==> src/hw/rtl/stack_frame_allocator_core_macros.svh <==
// Assertion helpers for the allocator core.
`ifndef STACK_FRAME_ALLOCATOR_CORE_MACROS_SVH
`define STACK_FRAME_ALLOCATOR_CORE_MACROS_SVH

// Check a same-cycle implication, disabled in reset.
`define SFA_ASSERT_NOW(lbl, ante, cons, msg) \
  lbl: assert property (@(posedge clk) disable iff (!rst_n) (ante) |-> (cons)) \
    else $error(msg);

// Check an implication in the next cycle, disabled in reset.
`define SFA_ASSERT_NEXT(lbl, ante, cons, msg) \
  lbl: assert property (@(posedge clk) disable iff (!rst_n) (ante) |=> (cons)) \
    else $error(msg);

`endif

==> src/hw/rtl/sfa_pkg.sv <==
package sfa_pkg;

  localparam int OFS_W        = 24;
  localparam int LEVEL_W      = 7;
  localparam int OPC_W        = 3;
  localparam int STAT_W       = 3;
  localparam int MAX_FRAMES_D = 64;
  localparam int LINK_BYTES_D = 8;

  typedef enum logic [OPC_W-1:0] {
    OP_ALLOC     = 3'd0,
    OP_FREE_ADDR = 3'd1,
    OP_FREE_SIZE = 3'd2,
    OP_FREE_ALL  = 3'd3,
    OP_BEGIN     = 3'd4,
    OP_END       = 3'd5,
    OP_UNROLL    = 3'd6
  } opcode_t;

  typedef enum logic [STAT_W-1:0] {
    ST_OK        = 3'd0,
    ST_NOSPACE   = 3'd1,
    ST_BADADDR   = 3'd2,
    ST_OVERFLOW  = 3'd3,
    ST_UNDERFLOW = 3'd4
  } status_t;

  typedef enum logic [1:0] {
    S_IDLE,
    S_UNROLL,
    S_REFILL
  } state_t;

endpackage

==> src/hw/rtl/sfa_base_mem.sv <==
module sfa_base_mem
  import sfa_pkg::*;
#(
  parameter int DEPTH = MAX_FRAMES_D,
  parameter int WIDTH = OFS_W
) (
  input  logic                     clk,
  input  logic                     wr_en,
  input  logic [$clog2(DEPTH)-1:0] wr_addr,
  input  logic [WIDTH-1:0]         wr_data,
  input  logic                     rd_en,
  input  logic [$clog2(DEPTH)-1:0] rd_addr,
  output logic [WIDTH-1:0]         rd_data
);

  logic [WIDTH-1:0] mem [DEPTH];
  logic [WIDTH-1:0] rd_data_r;

  always_ff @(posedge clk) begin
    if (wr_en) begin
      mem[wr_addr] <= wr_data;
    end
  end

  always_ff @(posedge clk) begin
    if (rd_en) begin
      rd_data_r <= mem[rd_addr];
    end
  end

  assign rd_data = rd_data_r;

endmodule

==> src/hw/rtl/stack_frame_allocator_core.sv <==
// LIFO byte allocator over a region of cfg_capacity_bytes bytes, answering with
// offsets. Every accepted command yields exactly one result, shown on the out_
// ports for one cycle with out_valid; the receiver cannot stall, so take each
// result when out_valid is high. Most commands show their result in the cycle
// right after the start transfer. End frame and unroll that pop a frame hold
// busy through the refill state while the saved frame base below the new top
// is read back from the frame memory (registered read port), unless they end at
// level zero. Unroll pops one frame per cycle and shows its result in the cycle
// after the last pop. The capacity register is written through cfg_valid/
// cfg_ready; the user must write it only while no command is in flight, as the
// block itself does not enforce it.
`include "stack_frame_allocator_core_macros.svh"

module stack_frame_allocator_core
  import sfa_pkg::*;
#(
  parameter int MAX_FRAMES = MAX_FRAMES_D,
  parameter int LINK_BYTES = LINK_BYTES_D
) (
  input  logic               clk,
  input  logic               rst_n,
  input  logic               start,
  output logic               busy,
  input  logic [OPC_W-1:0]   in_opcode,
  input  logic [OFS_W-1:0]   in_size_bytes,
  input  logic [OFS_W-1:0]   in_address,
  input  logic [LEVEL_W-1:0] in_target_level,
  output logic               out_valid,
  output logic [STAT_W-1:0]  out_status,
  output logic [OFS_W-1:0]   out_offset,
  output logic [OFS_W-1:0]   out_used_bytes,
  output logic [LEVEL_W-1:0] out_frame_level,
  input  logic               cfg_valid,
  output logic               cfg_ready,
  input  logic [OFS_W-1:0]   cfg_capacity_bytes
);

  localparam int IDXW = $clog2(MAX_FRAMES);
  localparam int LVLW = $clog2(MAX_FRAMES + 1);
  localparam int CMPW = (LVLW > LEVEL_W) ? LVLW : LEVEL_W;
  localparam logic [OFS_W-1:0] LINK = OFS_W'(LINK_BYTES);
  localparam logic [LVLW-1:0] LVL_MAX = LVLW'(MAX_FRAMES);

  state_t             state_r, state_nxt;
  logic [OFS_W-1:0]   top_r, top_nxt;
  logic [OFS_W-1:0]   base_r, base_nxt;
  logic [OFS_W-1:0]   below_r, below_nxt;
  logic [LVLW-1:0]    level_r, level_nxt;
  logic [OFS_W-1:0]   cap_r;
  logic [LEVEL_W-1:0] tgt_r, tgt_nxt;

  logic               out_valid_r, out_valid_nxt;
  status_t            out_status_r, out_status_nxt;
  logic [OFS_W-1:0]   out_offset_r, out_offset_nxt;
  logic [OFS_W-1:0]   out_used_r;
  logic [LVLW-1:0]    out_level_r;

  logic               wr_en;
  logic [IDXW-1:0]    wr_addr;
  logic               rd_en;
  logic [IDXW-1:0]    rd_addr;
  logic [OFS_W-1:0]   rd_data;

  logic [OFS_W:0]     alloc_sum;
  logic [OFS_W:0]     link_sum;
  logic [OFS_W-1:0]   pop_top;
  logic [OFS_W-1:0]   pop_base;
  logic [LVLW-1:0]    pop_level;
  logic [LVLW-1:0]    level_m2;
  logic [CMPW-1:0]    lvl_ext;
  logic [CMPW-1:0]    dec_ext;
  logic [CMPW-1:0]    tgt_ext;

  sfa_base_mem #(
    .DEPTH (MAX_FRAMES),
    .WIDTH (OFS_W)
  ) u_base_mem (
    .clk     (clk),
    .wr_en   (wr_en),
    .wr_addr (wr_addr),
    .wr_data (base_r),
    .rd_en   (rd_en),
    .rd_addr (rd_addr),
    .rd_data (rd_data)
  );

  assign alloc_sum = {1'b0, top_r} + {1'b0, in_size_bytes};
  assign link_sum  = {1'b0, top_r} + {1'b0, LINK};
  assign pop_top   = (base_r >= LINK) ? (base_r - LINK) : '0;
  assign pop_base  = (state_r == S_UNROLL) ? rd_data : below_r;
  assign pop_level = level_r - LVLW'(1);
  assign level_m2  = level_r - LVLW'(2);
  assign lvl_ext   = CMPW'(level_r);
  assign dec_ext   = CMPW'(pop_level);
  assign tgt_ext   = (state_r == S_IDLE) ? CMPW'(in_target_level) : CMPW'(tgt_r);
  assign wr_addr   = level_r[IDXW-1:0];
  assign rd_addr   = level_m2[IDXW-1:0];

  always_ff @(posedge clk) begin
    if (!rst_n) begin
      state_r     <= S_IDLE;
      top_r       <= '0;
      base_r      <= '0;
      level_r     <= '0;
      cap_r       <= '0;
      out_valid_r <= 1'b0;
    end else begin
      state_r     <= state_nxt;
      top_r       <= top_nxt;
      base_r      <= base_nxt;
      level_r     <= level_nxt;
      out_valid_r <= out_valid_nxt;
      if (cfg_valid && cfg_ready) begin
        cap_r <= cfg_capacity_bytes;
      end
    end
  end

  always_ff @(posedge clk) begin
    below_r      <= below_nxt;
    tgt_r        <= tgt_nxt;
    out_status_r <= out_status_nxt;
    out_offset_r <= out_offset_nxt;
    out_used_r   <= top_nxt;
    out_level_r  <= level_nxt;
  end

  always_comb begin
    state_nxt      = state_r;
    top_nxt        = top_r;
    base_nxt       = base_r;
    below_nxt      = below_r;
    level_nxt      = level_r;
    tgt_nxt        = tgt_r;
    out_valid_nxt  = 1'b0;
    out_status_nxt = ST_OK;
    out_offset_nxt = '0;
    wr_en          = 1'b0;
    rd_en          = 1'b0;
    case (state_r)
      S_IDLE: begin
        if (start) begin
          out_valid_nxt = 1'b1;
          tgt_nxt       = in_target_level;
          case (opcode_t'(in_opcode))
            OP_ALLOC: begin
              if (alloc_sum > {1'b0, cap_r}) begin
                out_status_nxt = ST_NOSPACE;
              end else begin
                out_offset_nxt = top_r;
                top_nxt        = alloc_sum[OFS_W-1:0];
              end
            end
            OP_FREE_ADDR: begin
              if (in_address >= base_r && in_address < top_r) begin
                top_nxt = in_address;
              end else begin
                out_status_nxt = ST_BADADDR;
              end
            end
            OP_FREE_SIZE: begin
              if (in_size_bytes > (top_r - base_r)) begin
                top_nxt = base_r;
              end else begin
                top_nxt = top_r - in_size_bytes;
              end
            end
            OP_FREE_ALL: begin
              top_nxt = base_r;
            end
            OP_BEGIN: begin
              if (level_r >= LVL_MAX) begin
                out_status_nxt = ST_OVERFLOW;
              end else if (link_sum >= {1'b0, cap_r}) begin
                out_status_nxt = ST_NOSPACE;
              end else begin
                wr_en     = 1'b1;
                below_nxt = base_r;
                top_nxt   = link_sum[OFS_W-1:0];
                base_nxt  = link_sum[OFS_W-1:0];
                level_nxt = level_r + LVLW'(1);
              end
            end
            OP_END: begin
              if (level_r == '0) begin
                out_status_nxt = ST_UNDERFLOW;
              end else begin
                top_nxt   = pop_top;
                base_nxt  = pop_base;
                level_nxt = pop_level;
                rd_en     = (level_r >= LVLW'(2));
                state_nxt = (pop_level != '0) ? S_REFILL : S_IDLE;
              end
            end
            OP_UNROLL: begin
              if (lvl_ext <= tgt_ext) begin
                out_status_nxt = ST_UNDERFLOW;
              end else begin
                top_nxt   = pop_top;
                base_nxt  = pop_base;
                level_nxt = pop_level;
                rd_en     = (level_r >= LVLW'(2));
                if (dec_ext == tgt_ext) begin
                  state_nxt = (pop_level != '0) ? S_REFILL : S_IDLE;
                end else begin
                  out_valid_nxt = 1'b0;
                  state_nxt     = S_UNROLL;
                end
              end
            end
            default: begin
            end
          endcase
        end
      end
      S_UNROLL: begin
        top_nxt   = pop_top;
        base_nxt  = pop_base;
        level_nxt = pop_level;
        rd_en     = (level_r >= LVLW'(2));
        if (dec_ext == tgt_ext) begin
          out_valid_nxt = 1'b1;
          state_nxt     = (pop_level != '0) ? S_REFILL : S_IDLE;
        end
      end
      S_REFILL: begin
        below_nxt = rd_data;
        state_nxt = S_IDLE;
      end
      default: begin
        state_nxt = S_IDLE;
      end
    endcase
  end

  assign busy            = (state_r != S_IDLE);
  assign cfg_ready       = 1'b1;
  assign out_valid       = out_valid_r;
  assign out_status      = out_status_r;
  assign out_offset      = out_offset_r;
  assign out_used_bytes  = out_used_r;
  assign out_frame_level = LEVEL_W'(out_level_r);

  `SFA_ASSERT_NOW(a_wr_only_idle, wr_en, state_r == S_IDLE, "frame push outside idle")
  `SFA_ASSERT_NOW(a_top_above_base, 1'b1, top_r >= base_r, "top below frame base")
  `SFA_ASSERT_NOW(a_level_bound, 1'b1, level_r <= LVL_MAX, "frame level beyond depth")
  `SFA_ASSERT_NEXT(a_refill_done, state_r == S_REFILL, state_r == S_IDLE, "refill not one cycle")
  `SFA_ASSERT_NEXT(a_result_follows, start && !busy && in_opcode != OP_UNROLL, out_valid_r, "command without result")

endmodule
==> config.mk <==
export PLATFORM = sky130hd
export DESIGN_NAME = stack_frame_allocator_core
export DESIGN_NICKNAME = d
export VERILOG_FILES = /design/src/hw/rtl/sfa_pkg.sv /design/src/hw/rtl/sfa_base_mem.sv /design/src/hw/rtl/stack_frame_allocator_core.sv
export VERILOG_INCLUDE_DIRS = /design/src /design/src/hw/rtl
export SDC_FILE = /design/constraint.sdc
export NUM_CORES = 2
export LEC_CHECK = 0
export BUFFER_PORTS_ARGS = -buffer_cell sky130_fd_sc_hd__buf_2
export CAP_MARGIN = 25
export CELL_PAD_IN_SITES_DETAIL_PLACEMENT = 0
export CELL_PAD_IN_SITES_GLOBAL_PLACEMENT = 2
export CORE_ASPECT_RATIO = 0.5
export CORE_MARGIN = 2
export CORE_UTILIZATION = 39
export DETAILED_ROUTE_END_ITERATION = 10
export PLACE_DENSITY_LB_ADDON = 0.3
export SLEW_MARGIN = 10
export SYNTH_ARGS = -nofsm -noshare
export SYNTH_HDL_FRONTEND = slang
export SYNTH_SLANG_ARGS = --single-unit
==> constraint.sdc <==
create_clock -name clk -period 6.5 [get_ports clk]
set_input_delay 1.3 -clock clk [delete_from_list [all_inputs] [get_ports clk]]
set_output_delay 1.3 -clock clk [all_outputs]
set_load 0.005 [all_outputs]
==> flow_summary_export.csv <==
group,metric,value,unit
status,outcome,"completed",
global_routing,antenna_found_initial,7,
timing,slew_headroom,21.9,%
global_routing,grt_pass1_wl,322000,µm
clocking,path_clk_slew,0.06,ns
drt,drtPass1Iterations,6,
global_routing,grt_pass1_vias,43000,
yosys,synth_top_family_by_area,"multiplexers",
clocking,post_cts_buffers,0,
job,cap_violations,0,
die,die-area,0.195,mm²
yosys,synthCells,4260,
timing,tightestPinTransition,1.17,ns
yosys,synth-simple-area-share,4.35,%
cells_and_area,areaGrowthSynthToFinish,16.7,%
yosys,synth.area.top_cells,"edfxtp_1, mux4_2, dfxtp_1",
drt,wl_per_cell,30.8,µm
timing,clock_skew,0.0352,ns
yosys,synthMuxAreaShare,15.7,%
drt,antenna_left,0,
worst_setup_path,crit_top_cell,"buf_4",
yosys,synth_xor_area_share,1.27,%
cells_and_area,fin_area,0.0869,mm²
cells_and_area,fillCellCount,16200,
timing,fin_setup_tns,0,ns
yosys,yosys.area.top_type,"edfxtp_1",
yosys,ys.flop_type,"edfxtp_1",
timing,setup_slack,0.456,ns
worst_setup_path,worst-setup-path-type,"flip-flop to flip-flop",
die,core_area,0.190,mm²
timing,rsz0062_at_grt,"no",
placement,place_ws,0.0470,ns
clocking,cts_root_buf,"clkbuf_16",
placement,port_buffers,145,
clocking,numCtsBuffers,161,
timing,fin_crit_sh,93.0,%
yosys,synthAdderAreaFrac,3.56,%
timing,finalHoldViolCount,0,
cells_and_area,diodes,0,
cells_and_area,final_layout_size_suffix_gt1_share,27.6,%
drt,wl,227000,µm
yosys,ys_seq_area_share,67.9,%
placement,place_inst,7075,
worst_setup_path,cp.arrival,6.74,ns
global_routing,grt_max_degree,130,
yosys,synth-compound-area-share,5.38,%
drt,viasPerCell,5.79,
drt,drc,0,
die,fp.dieH,313,µm
cells_and_area,final_cells,7364,
placement,dp_hpwl,148000,µm
yosys,ys_types,80,
yosys,synth_fp_nets,4556,
die,io_pins,147,
power,finalPower,25.6,mW
yosys,syn_area_per_cell,17.5,µm²
yosys,yosysWarningCount,0,
worst_setup_path,max_stage_delay,0.40,ns
clocking,clk_latency,0.81,ns
timing,drv_slew,0,
cells_and_area,layout.nets,5009,
yosys,ys_ff_latch,1731,
clocking,holdBufCountCts,0,
power,p_leak,29.0,nW
drt,via_count,42700,
clocking,clock_path_buffers,3,
clocking,cts_resized,0,
yosys,synthArstFlopShare,0,%
timing,hold_ws,0.500,ns
clocking,cts.sinks,1731,
die,die_w,622,µm
yosys,synth_edf_count,1591,
die,start_util,39.2,%
global_routing,grt.total_usage,23.1,%
timing,post-route-min-period,6.04,ns
worst_setup_path,cp-end-kind,"flip-flop",
global_routing,overflow,0,
die,row_count,113,
placement,post_dp_cell_area,0.0818,mm²
drt,initialDrtViolationCount,4924,
power,p_per_area,294,mW/mm²
clocking,cts_tree,"built",
yosys,synth_area,0.0745,mm²
power,peakVddDrop,0.209,mV
yosys,synth_top_area_share,64.2,%
timing,setup_viol,0,
worst_setup_path,crit_fanout,13,
timing,clock.fmax,165,MHz
cells_and_area,final_core_util,45.8,%
clocking,cts_max_level,4,
min_path,hp-class,"flip-flop to flip-flop",
worst_setup_path,worstPathRequired,7.19,ns
worst_setup_path,cpMaxStageDelayCell,"fa_1",
placement,place_congestion,0.905,
worst_setup_path,worstSetupStartpointType,"flip-flop",
layout make-up:
class	count	area, µm²	area share [%]
sequential	1731	50600	58.2
multi-input combinational	2165	22900	26.3
timing repair buffer	502	4630	5.32
clock buffer	201	4230	4.87
tap	2530	3170	3.64
clock inverter	83	832	0.957
inverter	152	571	0.656
logic make-up (layout without fill, tap and decap cells):
| logic type | Yosys count | in the layout |
|---|---|---|
| xor gates and xnor gates | 108 | 108 |
| and+or+nand+nor | 684 | 684 |
| adders and majority gates | 210 | 210 |
| muxes | 565 | 565 |
| DFF | 1731 | 1731 |
| AOI/OAI and AO/OA | 597 | 597 |
| buffers and inverters | 364 | 938 |
| other | 1 | 1 |
cell usage after synthesis (all sizes together) (11+ instances only):
cell and number:
xor2 19, a21oi 144, clkbuf 152, nor2 227
edfxtp 1591, buf 60, o21ai 107, nor2b 34
mux4 480, a31oi 28, and3 12, o21a 15
inv 150, o211ai 21, a211oi 84, nand4 36
nor4 15, o31ai 15, xnor2 89, nor3 62
a22oi 17, a221oi 20, nand2b 16, mux2i 81
nand3 44, nand2 162, a221o 13, a21o 35
and2 30, o21bai 11, dfxtp 140, ha 207
critical path: cells and delay by family (launching register included):
kind	cells	cell delay, ns
xor gates and xnor gates	1	0.20
adders and majority gates	3	0.84
AOI/OAI and AO/OA	14	2.86
and+or+nand+nor	5	0.74
DFF	1	0.31
buffers and inverters	7	0.99
placed cells by master (no fill, tap or decap), types with 101 or more instances in the layout:
master	netlist	layout
a21oi_1	144	143
buf_2	8	148
buf_4	2	252
clkbuf_16	0	162
dfxtp_1	140	113
edfxtp_1	1591	1591
ha_1	207	206
inv_1	150	149
mux4_2	480	480
nand2_1	162	162
nor2_1	227	160
o21ai_0	105	101
state kept, by name (all words and copies together) (netlist names), 7 cells and up:
register	count
u_base_mem.mem	1536
base_r	24
u_base_mem.rd_data	24
out_used_bytes	24
tgt_r	7
top_r	24
below_r	24
out_frame_level	7
level_r	7
out_offset	24
cap_r	24
metal layers:
layer | vias up | wire length (µm) | track usage, % | share of wire [%]
met5 | - | 0 | 0 | 0
met4 | 0 | 5520 | 6.28 | 2.4
met3 | 273 | 16800 | 4.11 | 7.4
met2 | 1693 | 108000 | 37.2 | 47
met1 | 22500 | 97000 | 32.6 | 43
li1 | 18200 | - | - | -
power breakdown:
group | internal [mW] | switching [mW]
clock | 5.05 | 4.21
combinational | 1.53 | 2.37
sequential | 12.3 | 0.0982
path summary, 6_finish.rpt:
path | slack, ns | depth (start not counted) | startpoint | end
min | 0.50 | 2 | cap_r[9] | cap_r[9]
max reg2reg | 0.46 | 30 | top_r[0] | top_r[7]
min reg2reg | 0.50 | 2 | cap_r[9] | cap_r[9]
max | 0.46 | 30 | top_r[0] | top_r[7]
(Power assumes the default switching activity.)
